--- src/design/spr_pkg.sv ---
// Shared types and constants of the sine polarity and RMS observer.
// Used by every module of the block but spr_fifo; depends on nothing.
`default_nettype none

package spr_pkg;

	// Default window length and queue depth.
	localparam int WINDOW_LEN_DEF = 256;
	localparam int QUEUE_DEPTH_DEF = 4;

	// Configuration port widths.
	localparam int CFG_IDX_W = 2;
	localparam int CFG_DATA_W = 15;

	// Register indexes.
	localparam logic [CFG_IDX_W-1:0] REG_STEP_ANGLE = 2'd0;
	localparam logic [CFG_IDX_W-1:0] REG_MIN_ANGLE = 2'd1;
	localparam logic [CFG_IDX_W-1:0] REG_MAX_ANGLE = 2'd2;

	// Register reset values.
	localparam logic [9:0] STEP_ANGLE_RST = 10'd1;
	localparam logic [14:0] MIN_ANGLE_RST = 15'd90;
	localparam logic [14:0] MAX_ANGLE_RST = 15'd360;

	// Polarity codes in two's complement.
	localparam logic [1:0] POL_ZERO = 2'b00;
	localparam logic [1:0] POL_POS = 2'b01;
	localparam logic [1:0] POL_NEG = 2'b11;

	// A classified sample as it waits between front and back.
	typedef struct packed {
		logic neg;          // zero or negative sample
		logic [15:0] mag;   // magnitude, 0 to 32768
	} item_t;

	// One result word.
	typedef struct packed {
		logic [1:0] polarity;
		logic [15:0] phase_angle;
		logic [15:0] rms_value;
		logic rms_updated;
	} result_t;

endpackage

`default_nettype wire

--- src/design/sine_polarity_and_rms_observer.sv ---
// Top level of the sine polarity and windowed RMS observer.
// Uses spr_pkg, spr_front, spr_back and spr_fifo.
//
// Channel   Direction  Handshake               Payload
// input     in         push / full             sample
// result    out        empty / pop             polarity, phase_angle, rms_value, rms_updated
// config    in         cfg_we (no wait)        cfg_index, cfg_data
//
// For each sample the back first updates angle and polarity and registers the
// square, then adds it into the window sum.
// After the sample that closes a window, the root of the mean square is found
// one bit a cycle, with no divide by the window length.
// Reset is asynchronous and active low; no clearing pass follows.
// The back waits while the result queue is full; full rises only when the input
// queue is full.
`default_nettype none

module sine_polarity_and_rms_observer #(
	parameter int WINDOW_LEN = spr_pkg::WINDOW_LEN_DEF,
	parameter int QUEUE_DEPTH = spr_pkg::QUEUE_DEPTH_DEF
) (
	input  wire logic clk,
	input  wire logic arst_n,
	input  wire logic push,
	output logic full,
	input  wire logic signed [15:0] sample,
	output logic empty,
	input  wire logic pop,
	output logic signed [1:0] polarity,
	output logic [15:0] phase_angle,
	output logic [15:0] rms_value,
	output logic rms_updated,
	input  wire logic cfg_we,
	input  wire logic [spr_pkg::CFG_IDX_W-1:0] cfg_index,
	input  wire logic [spr_pkg::CFG_DATA_W-1:0] cfg_data
);

	spr_pkg::item_t item;
	logic item_empty;
	logic item_pop;
	logic res_full;
	logic res_push;
	spr_pkg::result_t res_in;
	spr_pkg::result_t res_out;
	logic [$bits(spr_pkg::result_t)-1:0] res_rdata;

	// Front: classification of each sample and the queue that decouples
	// acceptance from the back.
	spr_front #(
		.QUEUE_DEPTH(QUEUE_DEPTH)
	) u_front (
		.clk(clk),
		.arst_n(arst_n),
		.push(push),
		.full(full),
		.sample(sample),
		.item(item),
		.item_empty(item_empty),
		.item_pop(item_pop)
	);

	// Back: the observer state, the window sum and the root sequencer.
	// It only takes a sample when the result queue has room, so every word
	// it produces has a place to go.
	spr_back #(
		.WINDOW_LEN(WINDOW_LEN)
	) u_back (
		.clk(clk),
		.arst_n(arst_n),
		.cfg_we(cfg_we),
		.cfg_index(cfg_index),
		.cfg_data(cfg_data),
		.item(item),
		.item_empty(item_empty),
		.item_pop(item_pop),
		.res_full(res_full),
		.res_push(res_push),
		.res(res_in)
	);

	// Result queue: the oldest result word sits on the output ports.
	spr_fifo #(
		.WIDTH($bits(spr_pkg::result_t)),
		.DEPTH(QUEUE_DEPTH)
	) u_res_queue (
		.clk(clk),
		.arst_n(arst_n),
		.push(res_push),
		.wdata(res_in),
		.full(res_full),
		.pop(pop),
		.rdata(res_rdata),
		.empty(empty)
	);

	assign res_out = spr_pkg::result_t'(res_rdata);
	assign polarity = res_out.polarity;
	assign phase_angle = res_out.phase_angle;
	assign rms_value = res_out.rms_value;
	assign rms_updated = res_out.rms_updated;

	// The back never offers a result word that the result queue cannot hold.
	a_no_res_drop: assert property (@(posedge clk) disable iff (!arst_n)
		!(res_push && res_full))
		else $error("result word pushed into a full queue");

endmodule

`default_nettype wire

--- src/design/spr_fifo.sv ---
// Small register queue used between the front and the back and for results.
// Depends on nothing but its parameters.
`default_nettype none

module spr_fifo #(
	parameter int WIDTH = 8,
	parameter int DEPTH = 4
) (
	input  wire logic clk,
	input  wire logic arst_n,
	input  wire logic push,
	input  wire logic [WIDTH-1:0] wdata,
	output logic full,
	input  wire logic pop,
	output logic [WIDTH-1:0] rdata,
	output logic empty
);

	localparam int AW = (DEPTH > 1) ? $clog2(DEPTH) : 1;
	localparam int CW = $clog2(DEPTH + 1);

	logic [WIDTH-1:0] mem_q [DEPTH];
	logic [AW-1:0] wptr_q;
	logic [AW-1:0] rptr_q;
	logic [CW-1:0] cnt_q;
	logic do_push;
	logic do_pop;

	assign full = (cnt_q == CW'(DEPTH));
	assign empty = (cnt_q == '0);
	assign do_push = push && !full;
	assign do_pop = pop && !empty;
	assign rdata = mem_q[rptr_q];

	always_ff @(posedge clk) begin
		if (do_push) begin
			mem_q[wptr_q] <= wdata;
		end
	end

	always_ff @(posedge clk or negedge arst_n) begin
		if (!arst_n) begin
			wptr_q <= '0;
			rptr_q <= '0;
			cnt_q <= '0;
		end else begin
			if (do_push) begin
				wptr_q <= (wptr_q == AW'(DEPTH - 1)) ? '0 : wptr_q + AW'(1);
			end
			if (do_pop) begin
				rptr_q <= (rptr_q == AW'(DEPTH - 1)) ? '0 : rptr_q + AW'(1);
			end
			case ({do_push, do_pop})
				2'b10: cnt_q <= cnt_q + CW'(1);
				2'b01: cnt_q <= cnt_q - CW'(1);
				default: cnt_q <= cnt_q;
			endcase
		end
	end

	// The fill count never passes the depth.
	a_cnt_bound: assert property (@(posedge clk) disable iff (!arst_n)
		cnt_q <= CW'(DEPTH))
		else $error("queue count exceeds depth");

endmodule

`default_nettype wire

--- src/design/spr_front.sv ---
// Front part: accepts samples, sorts them into sign class and magnitude,
// and queues them for the back. Uses spr_pkg and spr_fifo.
`default_nettype none

module spr_front #(
	parameter int QUEUE_DEPTH = spr_pkg::QUEUE_DEPTH_DEF
) (
	input  wire logic clk,
	input  wire logic arst_n,
	input  wire logic push,
	output logic full,
	input  wire logic signed [15:0] sample,
	output spr_pkg::item_t item,
	output logic item_empty,
	input  wire logic item_pop
);

	spr_pkg::item_t cls;
	logic [$bits(spr_pkg::item_t)-1:0] q_rdata;

	// A zero sample belongs to the negative class.
	always_comb begin
		cls.neg = sample[15] || (sample == 16'sd0);
		cls.mag = sample[15] ? (~$unsigned(sample) + 16'd1) : $unsigned(sample);
	end

	spr_fifo #(
		.WIDTH($bits(spr_pkg::item_t)),
		.DEPTH(QUEUE_DEPTH)
	) u_queue (
		.clk(clk),
		.arst_n(arst_n),
		.push(push),
		.wdata(cls),
		.full(full),
		.pop(item_pop),
		.rdata(q_rdata),
		.empty(item_empty)
	);

	assign item = spr_pkg::item_t'(q_rdata);

endmodule

`default_nettype wire

--- src/design/spr_back.sv ---
// Back part: angle and polarity tracking, square accumulation, and the
// per-window root sequencer that takes the root of the mean square. Uses spr_pkg.
`default_nettype none

module spr_back #(
	parameter int WINDOW_LEN = spr_pkg::WINDOW_LEN_DEF
) (
	input  wire logic clk,
	input  wire logic arst_n,
	input  wire logic cfg_we,
	input  wire logic [spr_pkg::CFG_IDX_W-1:0] cfg_index,
	input  wire logic [spr_pkg::CFG_DATA_W-1:0] cfg_data,
	input  wire spr_pkg::item_t item,
	input  wire logic item_empty,
	output logic item_pop,
	input  wire logic res_full,
	output logic res_push,
	output spr_pkg::result_t res
);

	localparam int CNT_W = (WINDOW_LEN > 1) ? $clog2(WINDOW_LEN) : 1;
	localparam int SUM_W = 31 + CNT_W;
	localparam int RMW = CNT_W + 19;
	localparam int IW = 4;

	typedef enum logic [2:0] {
		ST_TAKE = 3'b001,
		ST_ACC  = 3'b010,
		ST_ROOT = 3'b100
	} state_t;

	state_t state_q;

	logic [9:0] step_q;
	logic [14:0] min_q;
	logic [14:0] max_q;

	logic [15:0] angle_q;
	logic last_neg_q;
	logic [1:0] pol_q;
	logic [15:0] rms_q;
	logic [SUM_W-1:0] sum_q;
	logic [CNT_W-1:0] cnt_q;
	logic [30:0] sq_s1;
	logic [RMW-1:0] rem_q;
	logic [RMW-1:0] nr_q;
	logic [IW-1:0] it_q;
	logic [15:0] root_q;

	logic [15:0] ang_sum;
	logic [31:0] prod;
	logic [SUM_W-1:0] sum_n;
	logic [RMW-1:0] rem_top;
	logic [RMW-1:0] rem_sh;
	logic [RMW-1:0] trial;
	logic root_ge;
	logic [15:0] root_n;
	logic take;
	logic last_step;

	assign ang_sum = angle_q + 16'(step_q);
	assign prod = item.mag * item.mag;
	assign sum_n = sum_q + SUM_W'(sq_s1);

	// The root r of the mean is the largest r with WINDOW_LEN * r * r not above
	// the window sum, so the window length is folded into the trial values and
	// no divide is needed. nr_q holds WINDOW_LEN times the partial root, and the
	// top bits of the sum above bit 31 seed the remainder.
	assign rem_top = RMW'(sum_n >> 32);
	assign rem_sh = {rem_q[RMW-3:0], sum_q[31:30]};
	assign trial = {nr_q[RMW-3:0], 2'b00} + RMW'(WINDOW_LEN);
	assign root_ge = (rem_sh >= trial);
	assign root_n = {root_q[14:0], root_ge};
	assign take = (state_q == ST_TAKE) && !item_empty && !res_full;
	assign last_step = (it_q == '0);

	assign item_pop = take;

	always_comb begin
		res_push = 1'b0;
		res.polarity = pol_q;
		res.phase_angle = angle_q;
		res.rms_value = rms_q;
		res.rms_updated = 1'b0;
		case (state_q)
			ST_ACC: res_push = (cnt_q != CNT_W'(WINDOW_LEN - 1));
			ST_ROOT: begin
				if (last_step) begin
					res_push = 1'b1;
					res.rms_value = root_n;
					res.rms_updated = 1'b1;
				end
			end
			default: res_push = 1'b0;
		endcase
	end

	always_ff @(posedge clk) begin
		if (take) begin
			sq_s1 <= prod[30:0];
		end
	end

	always_ff @(posedge clk or negedge arst_n) begin
		if (!arst_n) begin
			state_q <= ST_TAKE;
			step_q <= spr_pkg::STEP_ANGLE_RST;
			min_q <= spr_pkg::MIN_ANGLE_RST;
			max_q <= spr_pkg::MAX_ANGLE_RST;
			angle_q <= '0;
			last_neg_q <= 1'b0;
			pol_q <= spr_pkg::POL_ZERO;
			rms_q <= '0;
			sum_q <= '0;
			cnt_q <= '0;
			rem_q <= '0;
			nr_q <= '0;
			it_q <= '0;
			root_q <= '0;
		end else begin
			if (cfg_we) begin
				case (cfg_index)
					spr_pkg::REG_STEP_ANGLE: step_q <= cfg_data[9:0];
					spr_pkg::REG_MIN_ANGLE: min_q <= cfg_data;
					spr_pkg::REG_MAX_ANGLE: max_q <= cfg_data;
					default: step_q <= step_q;
				endcase
			end
			case (state_q)
				ST_TAKE: begin
					if (take) begin
						if (item.neg != last_neg_q) begin
							if (ang_sum < 16'(min_q)) begin
								pol_q <= spr_pkg::POL_ZERO;
							end else if (item.neg) begin
								pol_q <= spr_pkg::POL_NEG;
							end else begin
								pol_q <= spr_pkg::POL_POS;
							end
							angle_q <= '0;
							last_neg_q <= item.neg;
						end else if (ang_sum > 16'(max_q)) begin
							pol_q <= spr_pkg::POL_ZERO;
							angle_q <= 16'(max_q);
						end else begin
							angle_q <= ang_sum;
						end
						state_q <= ST_ACC;
					end
				end
				ST_ACC: begin
					sum_q <= sum_n;
					if (cnt_q == CNT_W'(WINDOW_LEN - 1)) begin
						cnt_q <= '0;
						rem_q <= rem_top;
						nr_q <= '0;
						root_q <= '0;
						it_q <= IW'(15);
						state_q <= ST_ROOT;
					end else begin
						cnt_q <= cnt_q + CNT_W'(1);
						state_q <= ST_TAKE;
					end
				end
				ST_ROOT: begin
					// One root bit per step, two sum bits off the top.
					rem_q <= root_ge ? (rem_sh - trial) : rem_sh;
					nr_q <= {nr_q[RMW-2:0], 1'b0} + (root_ge ? RMW'(WINDOW_LEN) : '0);
					root_q <= root_n;
					if (last_step) begin
						rms_q <= root_n;
						sum_q <= '0;
						state_q <= ST_TAKE;
					end else begin
						sum_q <= {sum_q[SUM_W-3:0], 2'b00};
						it_q <= it_q - IW'(1);
					end
				end
				default: state_q <= ST_TAKE;
			endcase
		end
	end

	// The stored angle is limited by the angle limit register and never
	// reaches bit 15.
	a_angle_range: assert property (@(posedge clk) disable iff (!arst_n)
		angle_q[15] == 1'b0)
		else $error("stored angle out of range");

	// The root remainder always stays below the gap to the next larger root.
	a_rem_range: assert property (@(posedge clk) disable iff (!arst_n)
		rem_q < ({nr_q[RMW-2:0], 1'b0} + RMW'(WINDOW_LEN)))
		else $error("root remainder out of range");

endmodule

`default_nettype wire
--- config.mk ---
export PLATFORM = sky130hd
export DESIGN_NAME = sine_polarity_and_rms_observer
export DESIGN_NICKNAME = d
export VERILOG_FILES = /design/src/design/spr_pkg.sv /design/src/design/sine_polarity_and_rms_observer.sv /design/src/design/spr_fifo.sv /design/src/design/spr_front.sv /design/src/design/spr_back.sv
export SDC_FILE = /design/constraint.sdc
export NUM_CORES = 1
export LEC_CHECK = 0
export BUFFER_PORTS_ARGS = -buffer_cell sky130_fd_sc_hd__buf_4
export CORE_MARGIN = 2
export CORE_UTILIZATION = 45
export CTS_CLUSTER_SIZE = 28
export DETAILED_ROUTE_END_ITERATION = 10
export SETUP_SLACK_MARGIN = 0.2
export SYNTH_ARGS = -nofsm -noshare
export SYNTH_HDL_FRONTEND = slang
export SYNTH_SLANG_ARGS = --single-unit
--- constraint.sdc ---
create_clock -name clk -period 7.16 [get_ports clk]
set_input_delay 0 -clock clk [delete_from_list [all_inputs] [get_ports clk]]
set_output_delay 0 -clock clk [all_outputs]
set_load 0.01 [all_outputs]
# Word-level counts from Yosys, hierarchy flattened

Memory sizes are Yosys's and may differ from the RTL's.
Index checks and enable logic that the tools add are counted.
W data, S select, Z words.

Bits in registers: 239
Bits in latches: 0
RAM bits: 208
Memory bits (read-only): 0
Word-level logic and storage cells: 135
Memories: 2

$add $sub $neg: 16
Multipliers: 1
Divide/modulo/power cells: 0
Order comparisons: 3
Equal/unequal tests: 22
Shift operators: 0
Multiplexer cells: 39
Bitwise logic cells: 1
Reductions and logical operators: 30

Memories:

| name                  | words | width | rd ports | clocked after Yosys merged registers in | wr ports | line           | text |
|---|---|---|---|---|---|---|---|
| u_res_queue.mem_q     | 4     | 35    | 1        | 0                                       | 1        | spr_fifo.sv:22 | `logic [WIDTH-1:0] mem_q [DEPTH];` |
| u_front.u_queue.mem_q | 4     | 17    | 1        | 0                                       | 1        | spr_fifo.sv:22 |  |

Operators by type and width:

| kind                    | number |
|---|---|
| $pmux W25 S2            | 2 |
| $pmux W39 S2            | 1 |
| $mux W25                | 3 |
| $mux W16                | 3 |
| $add A39 B31 Y39        | 1 |
| $mux W39                | 1 |
| $mux W17                | 2 |
| $mul A16 B16 Y31        | 1 |
| $pmux W15 S2            | 1 |
| $add A27 B9 Y27 const B | 1 |
| $ge A27 B27 Y1          | 1 |
| $add A25 B9 Y25         | 1 |
| $sub A25 B25 Y25        | 1 |
| $add A16 B1 Y16 const B | 1 |
| $add A16 B10 Y16        | 1 |
| $gt A16 B15 Y1          | 1 |
| $logic_not A16 Y1       | 1 |
| $lt A16 B15 Y1          | 1 |
| $mux W2                 | 8 |
| $not A16 Y16            | 1 |
| $mux W15                | 1 |
| $eq A2 B2 Y1 const B    | 7 |
| $reduce_and A2 Y1       | 7 |
| $pmux W3 S2             | 2 |
| 30 further kinds        | 62 |

# Logic depth before layout (Yosys ltp)

Depth in word-level cells: 7
Gate-level depth with buffers: 29
Mapped depth without buffers: 27

# Modules after synthesis

Synthesis repeated with hierarchy kept, for this count alone.

Cell total of the unflattened synthesis: 2461
Area total of the unflattened synthesis: 28115.7 µm²

Modules (own cells, without submodules):

| module                     | instances | cells an instance | area each (µm²) | sequential area each (µm²) |
|---|---|---|---|---|
| spr_back                   | 1         | 2058              | 19220.9         | 5192.5 |
| spr_fifo (u_res_queue)     | 1         | 223               | 5556.6          | 4379.2 |
| spr_fifo (u_front.u_queue) | 1         | 129               | 2946.6          | 2217.1 |
| spr_front                  | 1         | 51                | 391.6           | 0.0 |

# Worst setup path before layout

Ideal clock, no wire load.

Kind: register to register
From: reg u_front.u_queue.rptr_q[1]
To: reg u_back.sq_s1[29] (data pin)
Arrival time: 6904 ps
Path slack: -8 ps
Cell stages (with the launch flop): 27
Buffers on the path: 3
Clock period less this slack: 7168 ps
Path through: dfrtp_1 -> buf_2 -> buf_2 -> mux2_2 -> o21ai_1 -> inv_1 -> clkbuf_1 -> nand2_1 -> inv_1 -> fa_1 -> inv_1 -> fa_1 -> inv_1 -> fa_1 -> fa_1 -> fa_1 -> inv_1 -> fa_1 -> inv_1 -> ha_1 -> a211oi_1 -> o21ai_0 -> a311o_1 -> a22o_1 -> o2111a_1 -> o21ai_0 -> nand3b_1

Cells in the longest elaborated chain, start to end: 2

Ends and longest elaborated chain:

| what                   | line            | text |
|---|---|---|
| from (decl)            | spr_fifo.sv:24  | `logic [AW-1:0] rptr_q;` |
| from (signal assigned) | spr_fifo.sv:51  | `rptr_q <= (rptr_q == AW'(DEPTH - 1)) ? '0 : rptr_q + AW'(1);` |
| $mem_v2 Z4 W17         | n/a             |  |
| $mul A16 B16 Y31       | spr_back.sv:62  | `assign prod = item.mag * item.mag;` |
| via u_back.prod[29]    | spr_back.sv:51  | `logic [31:0] prod;` |
| to (signal assigned)   | spr_back.sv:100 | `sq_s1 <= prod[30:0];` |
| to (decl)              | spr_back.sv:44  | `logic [30:0] sq_s1;` |

The timed path passes the listed nets, and every way through them passes these cells.
A chain may end at the register's enable or synchronous reset.

# Final worst setup path

From: reg u_front.u_queue.rptr_q[1]
To: reg u_back.sq_s1[30] (data pin)

The elaborated chain is that of the path after synthesis.

==> flow_summary.yaml <==
outcome:
  status: "finished with violations"
  violations: "hold timing"
yosys:
  synth_top_area_frac: 0.255
  synth_nets: 2945
  yosys.area.top_type: "edfxtp_1"
  yosys_warnings: 0
  ys_top_cells_by_area: "edfxtp_1 (26%), dfrtp_1 (16%), fa_1 (12%), ha_1 (9.1%), inv_1 (4.5%)"
  synth.avg_cell_area_sq_um: 11.0
  async_flop_share: 0.437
  synth-main-ff-cell: "edfxtp_1"
  ys_types: 90
  synth-seq-area-share: 0.421
  syn_area_sq_um: 28000
  netlist_instances: 2538
  synth_edf_count: 238
  synth-seq-cells: 423
worst_setup_path:
  path_buf_inv: 7
  cp_data_required_time_ps: 7450
  critPathLaunchType: "flip-flop"
  crit_fanout: 8
  crit_family: "adder cells"
  endpoint_kind: "flip-flop"
  crit_top_cell: "fa_1"
  critical_path_class: "reg -> reg"
  max_stage_delay_ps: 600
  slowest_stage: "fa_1"
  cp.arrival_ps: 7060
cells_and_area:
  diodes: 0
  utilization: 0.527
  nNetsFinal: 3107
  layout-drive-gt1-share: 0.164
  syn_to_final_growth_pct: 15.9
  nFillCells: 5395
floorplan:
  io_pins: 75
  fp-row-count: 91
  die_h_um: 253
  start_util: 0.455
  coreArea_sq_um: 61600
  die_w_um: 253
  die-area_sq_um: 64200
timing:
  timing.fmax_ghz: 0.148
  setup_ws_ps: 392
  hold_viol: 7
  final.setup_skew_ps: 49.3
  layout_min_cycle_time_ps: 6770
  worst_pin_slew_ps: 1150
  grt_setup_unrepaired: "yes"
  min_period_over_period: 0.945
  tns_ps: 0
  slew_violations: 0
  setup_viol: 0
  hold_ws_ps: -18.3
  maxSlewHeadroom: 0.231
place:
  dp_slack_ps: 84.3
  place_hpwl_um: 45600
  port_buffers: 74
  globalplace.congestion: 0.878
routing:
  drtIter0Drc: 1014
  wl_per_cell_um: 17.7
  dr_total_vias: 19300
  antenna_left: 0
  first_pass_iters: 5
  wl_um: 63300
  viasPerCell: 5.39
  drc: 0
global_route:
  antenna_found_initial: 0
  grt_pass1_vias: 20000
  grt-ovfl-total: 0
  grt_start_max_net_pins: 91
  grt_first_pass_wirelength_um: 104000
  grtUsageTotal: 0.201
clocking:
  cts-root-buf: "clkbuf_16"
  cts_tree: "built"
  h-tree-depth: 2
  max-clock-path-buffers: 3
  cts_sinks: 423
  cts_buffers: 47
  insertion_delay_ps: 600
  clk_pin_slew_ps: 60
flow_run:
  max_cap_violations: 0
worst_hold_path:
  hold_path_class: "in -> async"
==> cell type report <==
| type | instances | area (sq um) | area share |
|---|---|---|---|
| tap | 837 | 1050 | 0.0323 |
| sequential | 423 | 11800 | 0.363 |
| timing repair buffer | 197 | 1700 | 0.0523 |
| inverter | 337 | 1280 | 0.0396 |
| multi-input combinational | 1694 | 15000 | 0.462 |
| clock buffer | 62 | 1280 | 0.0396 |
| clock inverter | 26 | 358 | 0.0110 |
==> synthesized netlist by cell type, types with 14 or more instances <==
cell / number
and2_1: 29
mux2i_1: 49
xnor2_1: 78
a21oi_1: 108
edfxtp_1: 238
inv_1: 332
o21ai_0: 159
nand3_1: 56
o21bai_1: 15
clkbuf_1: 63
o211ai_1: 14
fa_1: 166
a211oi_1: 15
o31ai_1: 14
nand2_1: 223
ha_1: 203
o21a_1: 18
nor2_1: 143
xor2_1: 30
a21o_1: 28
nor3_1: 32
a31oi_1: 17
mux2_2: 54
nand4_1: 20
mux4_2: 39
dfrtp_1: 175
==> registers in the layout, summed over array words and instances, names as in the netlist, 3 cells and up <==
register,count
u_back.root_q,14
u_back.min_q,15
u_back.rem_q,25
u_front.u_queue.cnt_q,3
u_back.max_q,15
u_back.it_q,4
u_back.rms_q,16
u_back.cnt_q,8
u_back.sq_s1,30
u_back.nr_q,3
u_front.u_queue.mem_q,68
u_res_queue.mem_q,140
u_back.sum_q,39
u_back.angle_q,16
u_back.step_q,10
u_back.state_q,3
u_res_queue.cnt_q,3
==> kinds of logic after synthesis <==
group / count (synthesis) / share of synthesized area
AOI/OAI and AO/OA: 486 / 0.111
xor gates and xnor gates: 108 / 0.0338
adders and majority gates: 369 / 0.209
buffers and inverters: 421 / 0.0577
DFF: 423 / 0.421
muxes: 143 / 0.0710
and+or+nand+nor: 588 / 0.0962
==> routing by layer <==
layer | track usage | vias up | share of wire
met4 | 0.0605 | 0 | 0.027
li1 | - | 9173 | -
met2 | 0.351 | 322 | 0.50
met5 | 0 | - | 0
met1 | 0.264 | 9677 | 0.44
met3 | 0.0226 | 104 | 0.032
==> placed cells by master, fill, tap and decap left out, drive strengths merged, types with 9 or more instances in the layout <==
| master | netlist | final |
|---|---|---|
| and3 | 13 | 13 |
| inv | 333 | 336 |
| and2 | 30 | 30 |
| clkbuf | 63 | 65 |
| mux2 | 55 | 55 |
| fa | 166 | 166 |
| a22o | 9 | 9 |
| nand2b | 11 | 11 |
| nor2b | 12 | 12 |
| buf | 21 | 155 |
| xnor2 | 78 | 78 |
| o21a | 18 | 18 |
| or3 | 12 | 12 |
| o21bai | 15 | 15 |
| edfxtp | 238 | 238 |
| nand3 | 56 | 56 |
| o21ai | 175 | 175 |
| nor4 | 12 | 12 |
| dfstp | 10 | 10 |
| dfrtp | 175 | 175 |
| o211ai | 16 | 16 |
| nor3 | 32 | 32 |
| a211oi | 16 | 16 |
| o31ai | 14 | 14 |
| mux4 | 39 | 39 |
| ha | 203 | 203 |
| a21o | 30 | 30 |
| dlygate4sd3 | 0 | 39 |
| nand4 | 20 | 20 |
| xor2 | 30 | 30 |
| a21oi | 110 | 110 |
| a31oi | 17 | 17 |
| clkinv | 4 | 14 |
| nand2 | 223 | 223 |
| nor2 | 143 | 143 |
| mux2i | 49 | 49 |
==> per-stage QoR <==
| stage | area, sq um | std cells |
|---|---|---|
| 6_report | 32400 | 3576 |
| 5_1_grt | 32400 | 3576 |
| 4_1_cts | 31800 | 3541 |
| 3_5_place_dp | 29700 | 3414 |
| 3_3_place_gp | 29700 | 3414 |
| 2_1_floorplan | 28000 | 2538 |
==> worst register-to-register path, cell delays in order, from the launching register on <==
cell	delay (ps)
dfrtp_2	460
buf_12	150
clkbuf_16	160
buf_4	140
mux2i_1	110
nand2_1	70
o21a_1	180
buf_6	160
nand2_1	80
fa_1	600
inv_1	70
fa_1	490
fa_1	470
fa_1	510
fa_1	550
inv_1	60
fa_1	520
inv_1	60
ha_4	310
nand2_1	90
nor2_4	120
nand3_1	90
a21o_1	190
a311o_1	410
a21oi_2	200
nand3b_1	130
nand3_1	80
==> final timing paths <==
kind / startpoint / slack, ps / to / cells past startpoint
setup / recovery: u_front.u_queue.rptr_q[1] / 390 / u_back.sq_s1[30] / 26
hold / removal: arst_n / -20 / u_back.min_q[2] / 2
setup reg to reg: u_front.u_queue.rptr_q[1] / 390 / u_back.sq_s1[30] / 26
hold reg to reg: u_back.rms_q[6] / 470 / u_back.rms_q[6] / 2
max in group asynchronous: arst_n / 5840 / u_back.sum_q[24] / 3
min in group clk: cfg_data[11] / 200 / u_back.max_q[11] / 3
==> what timing repair did <==
action | in CTS | in global routing
cloned | 0 | 2
hold endpoints to repair | 180 | 0
buffers inserted | 0 | 33
pin swaps | 0 | 39
hold buffers | 39 | 0
setup endpoints to repair | 6 | 13
resized for setup | 11 | 97
Power is not shown: default switching activity piles up to over one toggle a cycle in this logic, so the estimate is an artifact.
